**config.mk**
```make
export PLATFORM = sky130hd
export DESIGN_NAME = tacr_walker
export DESIGN_NICKNAME = d
export VERILOG_FILES = /design/src/rtl/core/tacr_pkg.sv /design/src/rtl/core/tacr_walker.sv
export VERILOG_INCLUDE_DIRS = /design/src /design/src/rtl/core
export SDC_FILE = /design/constraint.sdc
export NUM_CORES = 1
export LEC_CHECK = 0
export ABC_AREA = 1
export BUFFER_PORTS_ARGS = -buffer_cell sky130_fd_sc_hd__buf_2
export CORE_AREA = 8 8 289 291
export CTS_CLUSTER_DIAMETER = 100
export DETAILED_ROUTE_END_ITERATION = 12
export DIE_AREA = 0 0 297 299
export REMOVE_ABC_BUFFERS = 1
export SLEW_MARGIN = 20
export SYNTH_ARGS = -nofsm -noshare
export SYNTH_HDL_FRONTEND = slang
export SYNTH_SLANG_ARGS = --single-unit
```
**constraint.sdc**
```tcl
create_clock -name i_clk -period 16.05 [get_ports i_clk]
set_input_delay 1.605 -clock i_clk [delete_from_list [all_inputs] [get_ports i_clk]]
set_output_delay 1.605 -clock i_clk [all_outputs]
set_load 0.02 [all_outputs]
```
**src/rtl/core/assert_macros.svh**
```systemverilog
// ----------------------------------------------------------------------------
// assert_macros.svh
// Assertion shorthands for the tag alias chain resolver RTL.
// ----------------------------------------------------------------------------
`ifndef ASSERT_MACROS_SVH
`define ASSERT_MACROS_SVH

// Generic clocked assertion with synchronous active-low reset disable.
`define TACR_ASSERT(name, clk, rst_n, prop, msg) \
    name: assert property (@(posedge clk) disable iff (!rst_n) prop) \
        else $error(msg);

// Shorthand on the block's standard clock and reset.
`define TACR_ASSERT_CLK(name, prop, msg) `TACR_ASSERT(name, i_clk, i_rst_n, prop, msg)

`endif

```
**src/rtl/core/tacr_pkg.sv**
```systemverilog
// ----------------------------------------------------------------------------
// tacr_pkg
// Shared types and constants of the tag alias chain resolver.
// ----------------------------------------------------------------------------
`timescale 1ns / 1ps
`default_nettype none

package tacr_pkg;

    localparam int P_PROG_DEPTH = 64;
    localparam int P_CTRL_DEPTH = 256;

    localparam int KEY_W  = 16;
    localparam int TYPE_W = 16;

    localparam int B_NOT_ALIAS  = 26;
    localparam int B_PROG_SCOPE = 17;
    localparam int B_CTRL_SCOPE = 16;

    localparam int          TYPE_SHIFT   = 12;
    localparam logic [3:0]  TYPE_BAD_TOP = 4'd1;

    localparam logic [1:0] CMD_APPEND_PROG = 2'd0;
    localparam logic [1:0] CMD_APPEND_CTRL = 2'd1;
    localparam logic [1:0] CMD_CLEAR       = 2'd2;
    localparam logic [1:0] CMD_RESOLVE     = 2'd3;

    localparam logic [2:0] ST_PROG_HIT  = 3'd0;
    localparam logic [2:0] ST_CTRL_HIT  = 3'd1;
    localparam logic [2:0] ST_NOT_ALIAS = 3'd2;
    localparam logic [2:0] ST_BAD_TYPE  = 3'd3;
    localparam logic [2:0] ST_BROKEN    = 3'd4;
    localparam logic [2:0] ST_NO_SCOPE  = 3'd5;
    localparam logic [2:0] ST_ACK       = 3'd6;

    // first member sits in the top bits, so key lands at bit 0
    typedef struct packed {
        logic [TYPE_W-1:0] tag_type;
        logic [31:0]       tag_link;
        logic [31:0]       tag_size;
        logic [31:0]       tag_topbase;
        logic [31:0]       entry_key;
    } t_entry;

    localparam int ENTRY_W = $bits(t_entry);

endpackage

`default_nettype wire

```
**src/rtl/core/tacr_walker.sv**
```systemverilog
// ----------------------------------------------------------------------------
// tacr_walker
// Command sequencer: appends, clears, and walks alias chains over the tables.
// ----------------------------------------------------------------------------
`timescale 1ns / 1ps
`default_nettype none
`include "assert_macros.svh"

module tacr_walker #(
    parameter int PROG_DEPTH = tacr_pkg::P_PROG_DEPTH,
    parameter int CTRL_DEPTH = tacr_pkg::P_CTRL_DEPTH,
    parameter int PAW = (PROG_DEPTH > 1) ? $clog2(PROG_DEPTH) : 1,
    parameter int CAW = (CTRL_DEPTH > 1) ? $clog2(CTRL_DEPTH) : 1
) (
    input  wire logic             i_clk,
    input  wire logic             i_rst_n,
    input  wire logic             i_in_valid,
    output logic                  o_in_ready,
    input  wire logic [1:0]       i_in_cmd,
    input  wire tacr_pkg::t_entry i_in_entry,
    output logic                  o_prog_wr_en,
    output logic [PAW-1:0]        o_prog_wr_addr,
    output logic                  o_ctrl_wr_en,
    output logic [CAW-1:0]        o_ctrl_wr_addr,
    output tacr_pkg::t_entry      o_wr_data,
    output logic                  o_prog_rd_en,
    output logic [PAW-1:0]        o_prog_rd_addr,
    input  wire tacr_pkg::t_entry i_prog_rd_data,
    output logic                  o_ctrl_rd_en,
    output logic [CAW-1:0]        o_ctrl_rd_addr,
    input  wire tacr_pkg::t_entry i_ctrl_rd_data,
    output logic                  o_out_valid,
    input  wire logic             i_out_ready,
    output logic [2:0]            o_out_status,
    output logic                  o_out_full,
    output tacr_pkg::t_entry      o_out_entry
);
    import tacr_pkg::*;

    localparam int PCW = $clog2(PROG_DEPTH + 1);
    localparam int CCW = $clog2(CTRL_DEPTH + 1);
    localparam int IW  = (PCW > CCW) ? PCW : CCW;

    localparam logic [1:0] S_IDLE = 2'd0;
    localparam logic [1:0] S_SCAN = 2'd1;
    localparam logic [1:0] S_DONE = 2'd2;

    localparam logic TBL_PROG = 1'b0;
    localparam logic TBL_CTRL = 1'b1;

    logic [1:0]        r_state, n_state;
    logic [PCW-1:0]    r_prog_cnt, n_prog_cnt;
    logic [CCW-1:0]    r_ctrl_cnt, n_ctrl_cnt;
    logic              r_tbl, n_tbl;
    logic [KEY_W-1:0]  r_key, n_key;
    logic [IW-1:0]     r_idx, n_idx;
    logic [IW-1:0]     r_hop, n_hop;
    logic              r_pend, n_pend;
    logic [2:0]        r_res_status, n_res_status;
    logic              r_res_full, n_res_full;
    t_entry            r_res_entry, n_res_entry;
    logic              r_out_valid, n_out_valid;
    logic [2:0]        r_out_status;
    logic              r_out_full;
    t_entry            r_out_entry;

    logic              accept;
    logic              out_load;
    logic [IW-1:0]     act_cnt;
    t_entry            rd_entry;
    logic [31:0]       rd_top;
    logic [31:0]       in_top;
    logic              hit;

    assign accept   = i_in_valid && o_in_ready;
    assign out_load = (r_state == S_DONE) && (!r_out_valid || i_out_ready);
    assign act_cnt  = (r_tbl == TBL_CTRL) ? IW'(r_ctrl_cnt) : IW'(r_prog_cnt);
    assign rd_entry = (r_tbl == TBL_CTRL) ? i_ctrl_rd_data : i_prog_rd_data;
    assign rd_top   = rd_entry.tag_topbase;
    assign in_top   = i_in_entry.tag_topbase;
    assign hit      = r_pend && (rd_entry.entry_key == {{(32-KEY_W){1'b0}}, r_key});

    assign o_in_ready     = (r_state == S_IDLE);
    assign o_wr_data      = i_in_entry;
    assign o_prog_wr_addr = r_prog_cnt[PAW-1:0];
    assign o_ctrl_wr_addr = r_ctrl_cnt[CAW-1:0];
    assign o_prog_rd_en   = (r_state == S_SCAN) && (r_tbl == TBL_PROG) && (r_idx != act_cnt);
    assign o_ctrl_rd_en   = (r_state == S_SCAN) && (r_tbl == TBL_CTRL) && (r_idx != act_cnt);
    assign o_prog_rd_addr = r_idx[PAW-1:0];
    assign o_ctrl_rd_addr = r_idx[CAW-1:0];

    always_comb begin
        n_state      = r_state;
        n_prog_cnt   = r_prog_cnt;
        n_ctrl_cnt   = r_ctrl_cnt;
        n_tbl        = r_tbl;
        n_key        = r_key;
        n_idx        = r_idx;
        n_hop        = r_hop;
        n_pend       = r_pend;
        n_res_status = r_res_status;
        n_res_full   = r_res_full;
        n_res_entry  = r_res_entry;
        n_out_valid  = r_out_valid;
        o_prog_wr_en = 1'b0;
        o_ctrl_wr_en = 1'b0;

        if (r_out_valid && i_out_ready) begin
            n_out_valid = 1'b0;
        end

        case (r_state)
            S_IDLE: begin
                if (accept) begin
                    n_res_status = ST_ACK;
                    n_res_full   = 1'b0;
                    n_res_entry  = '0;
                    n_state      = S_DONE;
                    case (i_in_cmd)
                        CMD_APPEND_PROG: begin
                            if (r_prog_cnt == PCW'(PROG_DEPTH)) begin
                                n_res_full = 1'b1;
                            end else begin
                                o_prog_wr_en = 1'b1;
                                n_prog_cnt   = r_prog_cnt + 1'b1;
                            end
                        end
                        CMD_APPEND_CTRL: begin
                            if (r_ctrl_cnt == CCW'(CTRL_DEPTH)) begin
                                n_res_full = 1'b1;
                            end else begin
                                o_ctrl_wr_en = 1'b1;
                                n_ctrl_cnt   = r_ctrl_cnt + 1'b1;
                            end
                        end
                        CMD_CLEAR: begin
                            n_prog_cnt = '0;
                            n_ctrl_cnt = '0;
                        end
                        default: begin
                            n_key  = in_top[KEY_W-1:0];
                            n_idx  = '0;
                            n_hop  = '0;
                            n_pend = 1'b0;
                            if (i_in_entry.tag_type[TYPE_W-1:TYPE_SHIFT] == TYPE_BAD_TOP) begin
                                n_res_status = ST_BAD_TYPE;
                            end else if (in_top[B_NOT_ALIAS]) begin
                                n_res_status = ST_NOT_ALIAS;
                            end else if (in_top[B_PROG_SCOPE]) begin
                                n_tbl   = TBL_PROG;
                                n_state = S_SCAN;
                            end else if (in_top[B_CTRL_SCOPE]) begin
                                n_tbl   = TBL_CTRL;
                                n_state = S_SCAN;
                            end else begin
                                n_res_status = ST_NO_SCOPE;
                            end
                        end
                    endcase
                end
            end
            S_SCAN: begin
                n_res_full  = 1'b0;
                n_res_entry = '0;
                if (hit) begin
                    n_key  = rd_top[KEY_W-1:0];
                    n_idx  = '0;
                    n_pend = 1'b0;
                    n_hop  = r_hop + 1'b1;
                    if (r_tbl == TBL_PROG) begin
                        if (rd_top[B_NOT_ALIAS] || !rd_top[B_PROG_SCOPE]) begin
                            if (rd_top[B_PROG_SCOPE]) begin
                                n_res_status = ST_PROG_HIT;
                                n_res_entry  = rd_entry;
                                n_state      = S_DONE;
                            end else begin
                                n_tbl = TBL_CTRL;
                                n_hop = '0;
                            end
                        end else if (r_hop == IW'(PROG_DEPTH - 1)) begin
                            n_res_status = ST_BROKEN;
                            n_state      = S_DONE;
                        end
                    end else begin
                        if (rd_top[B_NOT_ALIAS]) begin
                            n_res_status = ST_CTRL_HIT;
                            n_res_entry  = rd_entry;
                            n_state      = S_DONE;
                        end else if (r_hop == IW'(CTRL_DEPTH - 1)) begin
                            n_res_status = ST_BROKEN;
                            n_state      = S_DONE;
                        end
                    end
                end else if (r_idx == act_cnt) begin
                    n_res_status = ST_BROKEN;
                    n_pend       = 1'b0;
                    n_state      = S_DONE;
                end else begin
                    n_idx  = r_idx + 1'b1;
                    n_pend = 1'b1;
                end
            end
            S_DONE: begin
                if (out_load) begin
                    n_out_valid = 1'b1;
                    n_state     = S_IDLE;
                end
            end
            default: begin
                n_state = S_IDLE;
            end
        endcase
    end

    always_ff @(posedge i_clk) begin
        if (!i_rst_n) begin
            r_state     <= S_IDLE;
            r_prog_cnt  <= '0;
            r_ctrl_cnt  <= '0;
            r_tbl       <= TBL_PROG;
            r_key       <= '0;
            r_idx       <= '0;
            r_hop       <= '0;
            r_pend      <= 1'b0;
            r_out_valid <= 1'b0;
        end else begin
            r_state     <= n_state;
            r_prog_cnt  <= n_prog_cnt;
            r_ctrl_cnt  <= n_ctrl_cnt;
            r_tbl       <= n_tbl;
            r_key       <= n_key;
            r_idx       <= n_idx;
            r_hop       <= n_hop;
            r_pend      <= n_pend;
            r_out_valid <= n_out_valid;
        end
    end

    always_ff @(posedge i_clk) begin
        r_res_status <= n_res_status;
        r_res_full   <= n_res_full;
        r_res_entry  <= n_res_entry;
        if (out_load) begin
            r_out_status <= r_res_status;
            r_out_full   <= r_res_full;
            r_out_entry  <= r_res_entry;
        end
    end

    assign o_out_valid  = r_out_valid;
    assign o_out_status = r_out_status;
    assign o_out_full   = r_out_full;
    assign o_out_entry  = r_out_entry;

    `TACR_ASSERT_CLK(a_full_only_on_ack,
        r_out_valid && r_out_full |-> r_out_status == ST_ACK,
        "table_full set on a non-ack result")
    `TACR_ASSERT_CLK(a_miss_fields_zero,
        r_out_valid && r_out_status != ST_PROG_HIT && r_out_status != ST_CTRL_HIT
            |-> r_out_entry == '0,
        "entry fields nonzero on a non-hit result")
    `TACR_ASSERT_CLK(a_prog_append_counts,
        accept && i_in_cmd == CMD_APPEND_PROG && r_prog_cnt != PCW'(PROG_DEPTH)
            |=> r_prog_cnt == $past(r_prog_cnt) + 1'b1,
        "program count did not advance on append")
    `TACR_ASSERT_CLK(a_scan_in_bounds,
        r_state == S_SCAN |-> r_idx <= act_cnt,
        "scan index beyond table fill")

endmodule

`default_nettype wire

```
# Yosys cells after proc, flatten, opt, wreduce, memory -nomap -nowiden
# Index checks and enable logic that the tools add are counted.
[op_classes] n_addsub=4 n_eq_ne=26 muxes=90 bitwise=1 n_reduce_logical=27
[ops] cell="$mux 144" n=7
[ops] cell="$pmux 144 s2" n=1
[ops] cell="$mux 9" n=10
[ops] cell="$pmux 9 s2" n=3
[ops] cell="$mux 16" n=3
[ops] cell="$mux 3" n=12
[ops] cell="$mux 2" n=17
[ops] cell="$eq 32x16->1" n=1
[ops] cell="$pmux 16 s2" n=1
[ops] cell="$mux 1" n=28
[ops] cell="$add 9x1->9 const B" n=3
[ops] cell="$reduce_and 4->1" n=4
[ops] cell="$ne 2x2->1 const B" n=7
[ops] cell="$pmux 7 s2" n=1
[ops] cell="$reduce_and 6->1" n=2
[ops] cell="$eq 9x6->1 const B" n=1
[ops] cell="$eq 9x8->1 const B" n=1
[ops] cell="$eq 9x9->1" n=1
[ops] cell="$eq 9x9->1 const B" n=1
[ops] cell="$ne 9x9->1" n=1
[ops] cell="$logic_and 1x1->1" n=8
[ops] cell="$pmux 1 s2" n=4
[ops] cell="$add 7x1->7 const B" n=1
[ops] cell="$eq 7x7->1 const B" n=1
[ops] cell="22 further kinds" n=29
[totals] regBits=351 inputBits=438 output_inout_bits=326 elab_cells=171

# Logic depth before layout (Yosys ltp)
[logic_depth] depth_word=7 mapped_depth=17 ltp_nobuf=15

# Worst setup path after synthesis
# OpenSTA, ideal clock, no wires.
[synth_timing] path_type="input-to-reg" from="input i_out_ready" to="register r_out_entry (netlist bit o_out_entry[0]) (enable)" setup_ps=838 t_arrival_ps=11627 required_time_ps=15212 path_slack_ps=3584 cell_stages=2 cell_sequence="nor2_1 nor3_1"
[synth_via] elab_chain_len=2
[synth_lines] element="start: declaration" line="tacr_walker.sv:33" text="input wire logic i_out_ready,"
[synth_lines] element="$logic_or 1x1->1" line="tacr_walker.sv:76" text="assign out_load = (r_state == S_DONE) && (!r_out_valid || i_out_ready);"
[synth_lines] element="$logic_and 1x1->1" line="tacr_walker.sv:76"
[synth_lines] element="net out_load" line="tacr_walker.sv:68" text="logic out_load;"
[synth_lines] element="end signal: assignment" line="tacr_walker.sv:246" text="r_out_entry <= r_res_entry;"
[synth_lines] element="end: declaration" line="tacr_walker.sv:65" text="t_entry r_out_entry;"
# The timed path passes the listed nets, and every way through them passes these cells.
# A chain may end at the register's enable or synchronous reset.

# Final worst setup path
[layout_timing] from="register r_tbl" to="output o_ctrl_rd_en"
[layout_via] elab_chain_len=3 elab_cells_between_ends=4 classes_between="eq/ne (1); mux (1); reduce/logical (2)"
[layout_lines] element="start: declaration" line="tacr_walker.sv:54" text="logic r_tbl, n_tbl;"
[layout_lines] element="start signal: assignment" line="tacr_walker.sv:230" text="r_tbl <= n_tbl;"
[layout_lines] element="$mux 9" line="tacr_walker.sv:77" text="assign act_cnt = (r_tbl == TBL_CTRL) ? IW'(r_ctrl_cnt) : IW'(r_prog_cnt);"
[layout_lines] element="$ne 9x9->1" line="tacr_walker.sv:88" text="assign o_ctrl_rd_en = (r_state == S_SCAN) && (r_tbl == TBL_CTRL) && (r_idx != act_cnt);"
[layout_lines] element="$logic_and 1x1->1 *" line="tacr_walker.sv:88"
[layout_lines] element="end: declaration" line="tacr_walker.sv:29" text="output logic o_ctrl_rd_en,"
# Mark *: on every way between the ends. The rest lies on a longest branch, timed or not.

==> impl_metrics.env <==
export IMPL_status="complete, no violations"
export IMPL_cts_buffers=42
export IMPL_timing_final_crit_share_pct=29.27
export IMPL_vias=12505
export IMPL_die_w_um=297
export IMPL_grt_pass1_wl_um=114100
export IMPL_path_max_fanout=55
export IMPL_fin_area_mm2=0.02024
export IMPL_fp_coreArea_mm2=0.07861
export IMPL_cp_slowest_cell="dfxtp_4"
export IMPL_end_kind="output pin"
export IMPL_worst_slew_pin_slew_ns=1.078
export IMPL_ys_ff_latch=351
export IMPL_whs_ns=0.4096
export IMPL_startpoint_type="flip-flop"
export IMPL_fmax_mhz=212.9
export IMPL_root_buffer="clkbuf_16"
export IMPL_cap_violations=0
export IMPL_fin_nets=2352
export IMPL_drt_iter0_drc=866
export IMPL_vias_per_cell=4.173
export IMPL_multi_input_area_mm2=0.004369
export IMPL_critPathKind="flip-flop to output pin"
export IMPL_intPower_uw=1689
export IMPL_critPathRequiredTime_ns=14.44
export IMPL_synth_cell_area_mm2=0.01633
export IMPL_cp_num_cells=10
export IMPL_dp_hpwl_um=71930
export IMPL_num_io_pins=764
export IMPL_max_vdd_ir_drop_v=0.00006750
export IMPL_regArea_mm2=0.009993
export IMPL_cp_arrival_ns=3.09
export IMPL_place_area_mm2=0.01885
export IMPL_yosysWarnings=0
export IMPL_cts_tree="done"
export IMPL_startpoint="r_tbl"
export IMPL_first_pass_iters=5
export IMPL_pwr_share_clk_pct=41.6
export IMPL_ant_nets=0
export IMPL_r2r_slack_ns=11.88
export IMPL_yosysUniqueCellTypes=39
export IMPL_layout_drive_gt1_share_pct=31.07
export IMPL_reg2reg_to="r_res_entry[76]"
export IMPL_pwr_share_seq_pct=47.1
export IMPL_drc_errors=0
export IMPL_slew_headroom_pct=28.10
export IMPL_globalRouteOverflowTotal=0
export IMPL_skew_ns=0.02725
export IMPL_synth_avg_cell_area_um2=10.60
export IMPL_final_hold_violation_count=0
export IMPL_r2r_start="r_tbl"
export IMPL_die_h_um=299
export IMPL_crit_path_end="o_ctrl_rd_en"
export IMPL_routedWlPerCell_um=29.78
export IMPL_gp_congestion=0.8955
export IMPL_swShare_pct=26.39
export IMPL_cts_max_level=2
export IMPL_setup_tns_ns=0
export IMPL_cts_buffer_depth=3
export IMPL_grt_util_all_layers_pct=19.08
export IMPL_syn2layout_area_growth_pct=23.94
export IMPL_grt_pass1_vias=12131
export IMPL_combPwrFrac_pct=11.3
export IMPL_cts_sinks=351
export IMPL_antenna_found_initial=15
export IMPL_layout_min_cycle_time_ns=4.697
export IMPL_powerDensity_mw_per_mm2=113.4
export IMPL_drt_total_wl_um=89260
export IMPL_drv_slew=0
export IMPL_cpPeakStageDelay_ns=0.69
export IMPL_clkTransAtPathRegs_ns=0.06
export IMPL_initial_core_util_pct=20.77
export IMPL_place_inst=2913
export IMPL_postCtsSetupBuffers=0
export IMPL_syn_inst=1541
export IMPL_hold_class="flip-flop to flip-flop"
export IMPL_rsz0062_at_grt="no"
export IMPL_num_fill_cells=8346
export IMPL_grt_max_degree=149
export IMPL_die_area_mm2=0.08880
export IMPL_synth_seq_area_share_pct=61.18
export IMPL_placementRows=103
export IMPL_setup_violations=0
export IMPL_ctsResizeCount=0
export IMPL_p_switching_uw=605.5
export IMPL_worstSkewPairLatency_ns=0.58
export IMPL_worst_path_dominant_cell_family="simple AND/OR/NAND/NOR gates"
export IMPL_crit_buf_inv=2
export IMPL_portBuffers=521
export IMPL_p_leak_uw=0.008414
export IMPL_ctsHoldBuffers=0
export IMPL_crit_path_cell_trace="buf_4 > nand2_1 > xor2_1 > nor2_1 > nand2_1 > nor2_1 > nand3_1 > nand2_1 > nor2_1 > buf_2"
export IMPL_r2r_cells=14
export IMPL_instances_no_fill=2997
==> logic make-up after synthesis <==
family                   count (synthesis)  synth area share (%)
flip-flops                             351                 61.18
XOR/XNOR                                11                0.5900
AND/OR/NAND/NOR                        608                 14.97
multiplexers                           110                 6.743
AO/OA/AOI/OAI                          105                 3.471
adder cells (fa/ha/maj)                  7                0.5363
buffers and inverters                  348                 12.49
other                                    1               0.02296
==> cell usage after synthesis (all sizes together) <==
| cell | number | area (um2) |
|---|---|---|
| a22oi | 2 | 15.01 |
| buf | 200 | 1481 |
| xnor2 | 1 | 8.760 |
| and2 | 1 | 6.260 |
| or3 | 1 | 6.260 |
| o21a | 1 | 7.510 |
| a31oi | 2 | 12.51 |
| nand3 | 47 | 235.2 |
| mux2i | 110 | 1101 |
| a211oi | 5 | 42.54 |
| dfxtp | 55 | 1101 |
| a21boi | 1 | 7.510 |
| o311ai | 1 | 8.760 |
| o211ai | 3 | 22.52 |
| conb | 1 | 3.750 |
| edfxtp | 296 | 8889 |
| nor3b | 1 | 7.510 |
| clkbuf | 23 | 86.33 |
| nor4 | 5 | 31.28 |
| nand3b | 9 | 67.56 |
| inv | 125 | 471.7 |
| ha | 7 | 87.58 |
| xor2 | 10 | 87.58 |
| o21ai | 63 | 315.3 |
| a21oi | 27 | 135.1 |
| nor2 | 244 | 915.9 |
| or2 | 3 | 18.77 |
| nor3 | 15 | 75.07 |
| nand2 | 274 | 1031 |
| nand4 | 8 | 50.05 |
==> worst reg2reg max path: cells and delay by family, from the launching register on <==
| kind | cells | cell delay (ns) |
|---|---|---|
| simple gates | 9 | 1.70 |
| buf+inv | 4 | 1.27 |
| flops | 1 | 0.69 |
| compound gates | 1 | 0.34 |
==> through the flow <==
step / power [uW] / setup WS, ns / utilization (%)
5_1_grt: 2386 / 11.05 / 25.73
2_1_floorplan: 1244 / 3.584 / -
3_5_place_dp: 1364 / 11.61 / 23.98
3_3_place_gp: 1360 / 11.68 / 23.98
6_report: 2295 / 11.35 / 25.74
4_1_cts: 2335 / 11.29 / 25.72
==> worst min-delay path by stage <==
stage          cells past startpoint          endpoint             start
2_1_floorplan                      0    o_out_entry[0]    r_res_entry[0]
3_3_place_gp                       0   o_out_entry[25]   r_res_entry[25]
3_5_place_dp                       0  o_out_entry[109]  r_res_entry[109]
4_1_cts                            0    o_out_entry[7]    r_res_entry[7]
5_1_grt                            0    o_out_entry[9]    r_res_entry[9]
6_report                           0    o_out_entry[7]    r_res_entry[7]
==> flip-flops by register name, indices dropped and copies added (netlist names) <==
| register | cells |
|---|---|
| o_out_entry | 144 |
| r_res_entry | 144 |
| r_key | 16 |
| r_ctrl_cnt | 9 |
| r_hop | 9 |
| r_idx | 9 |
| r_prog_cnt | 7 |
| o_out_status | 3 |
| r_res_status | 3 |
| r_state | 2 |
| o_out_full | 1 |
| o_out_valid | 1 |
| r_pend | 1 |
| r_res_full | 1 |
| r_tbl | 1 |
==> per-layer routing <==
layer	part of all wire, %	global-route usage [%]
met5	1.9	12.76
met4	2.9	5.022
met3	23	20.96
met2	42	28.44
met1	30	16.24
==> cells in the final DEF, fill, tap and decap left out, types with 8 or more instances in the layout <==
| cell | synthesis | layout |
|---|---|---|
| nand3_1 | 47 | 47 |
| edfxtp_1 | 296 | 296 |
| buf_2 | 11 | 521 |
| nand4_1 | 8 | 8 |
| dfxtp_1 | 55 | 54 |
| nor2_1 | 244 | 244 |
| o21ai_0 | 62 | 62 |
| inv_1 | 122 | 122 |
| conb_1 | 1 | 16 |
| clkbuf_1 | 23 | 8 |
| a21oi_1 | 27 | 27 |
| clkbuf_16 | 0 | 42 |
| mux2i_1 | 110 | 110 |
| nor3_1 | 15 | 14 |
| nand3b_1 | 9 | 9 |
| nand2_1 | 273 | 272 |
| xor2_1 | 10 | 10 |
==> layout make-up <==
cell class              instances  area share, %
diodes                          6        0.07419
clock buffers                  52          5.478
clock inverters                26          1.292
inverters                     125          2.355
multi-input cells             857          21.59
flip-flops and latches        351          49.38
well taps                    1050          6.491
repair buffers                530          13.34
==> power by group through the flow <==
stage	registers [uW]	clock network, uW	logic, uW
CTS	1080	989	264
finish	1080	955	259
global route	1090	1020	282
global placement	1100	0	262
floorplan	1150	0	92.8
detailed placement	1100	0	264
Note: power is estimated with default switching activity, not from simulation.
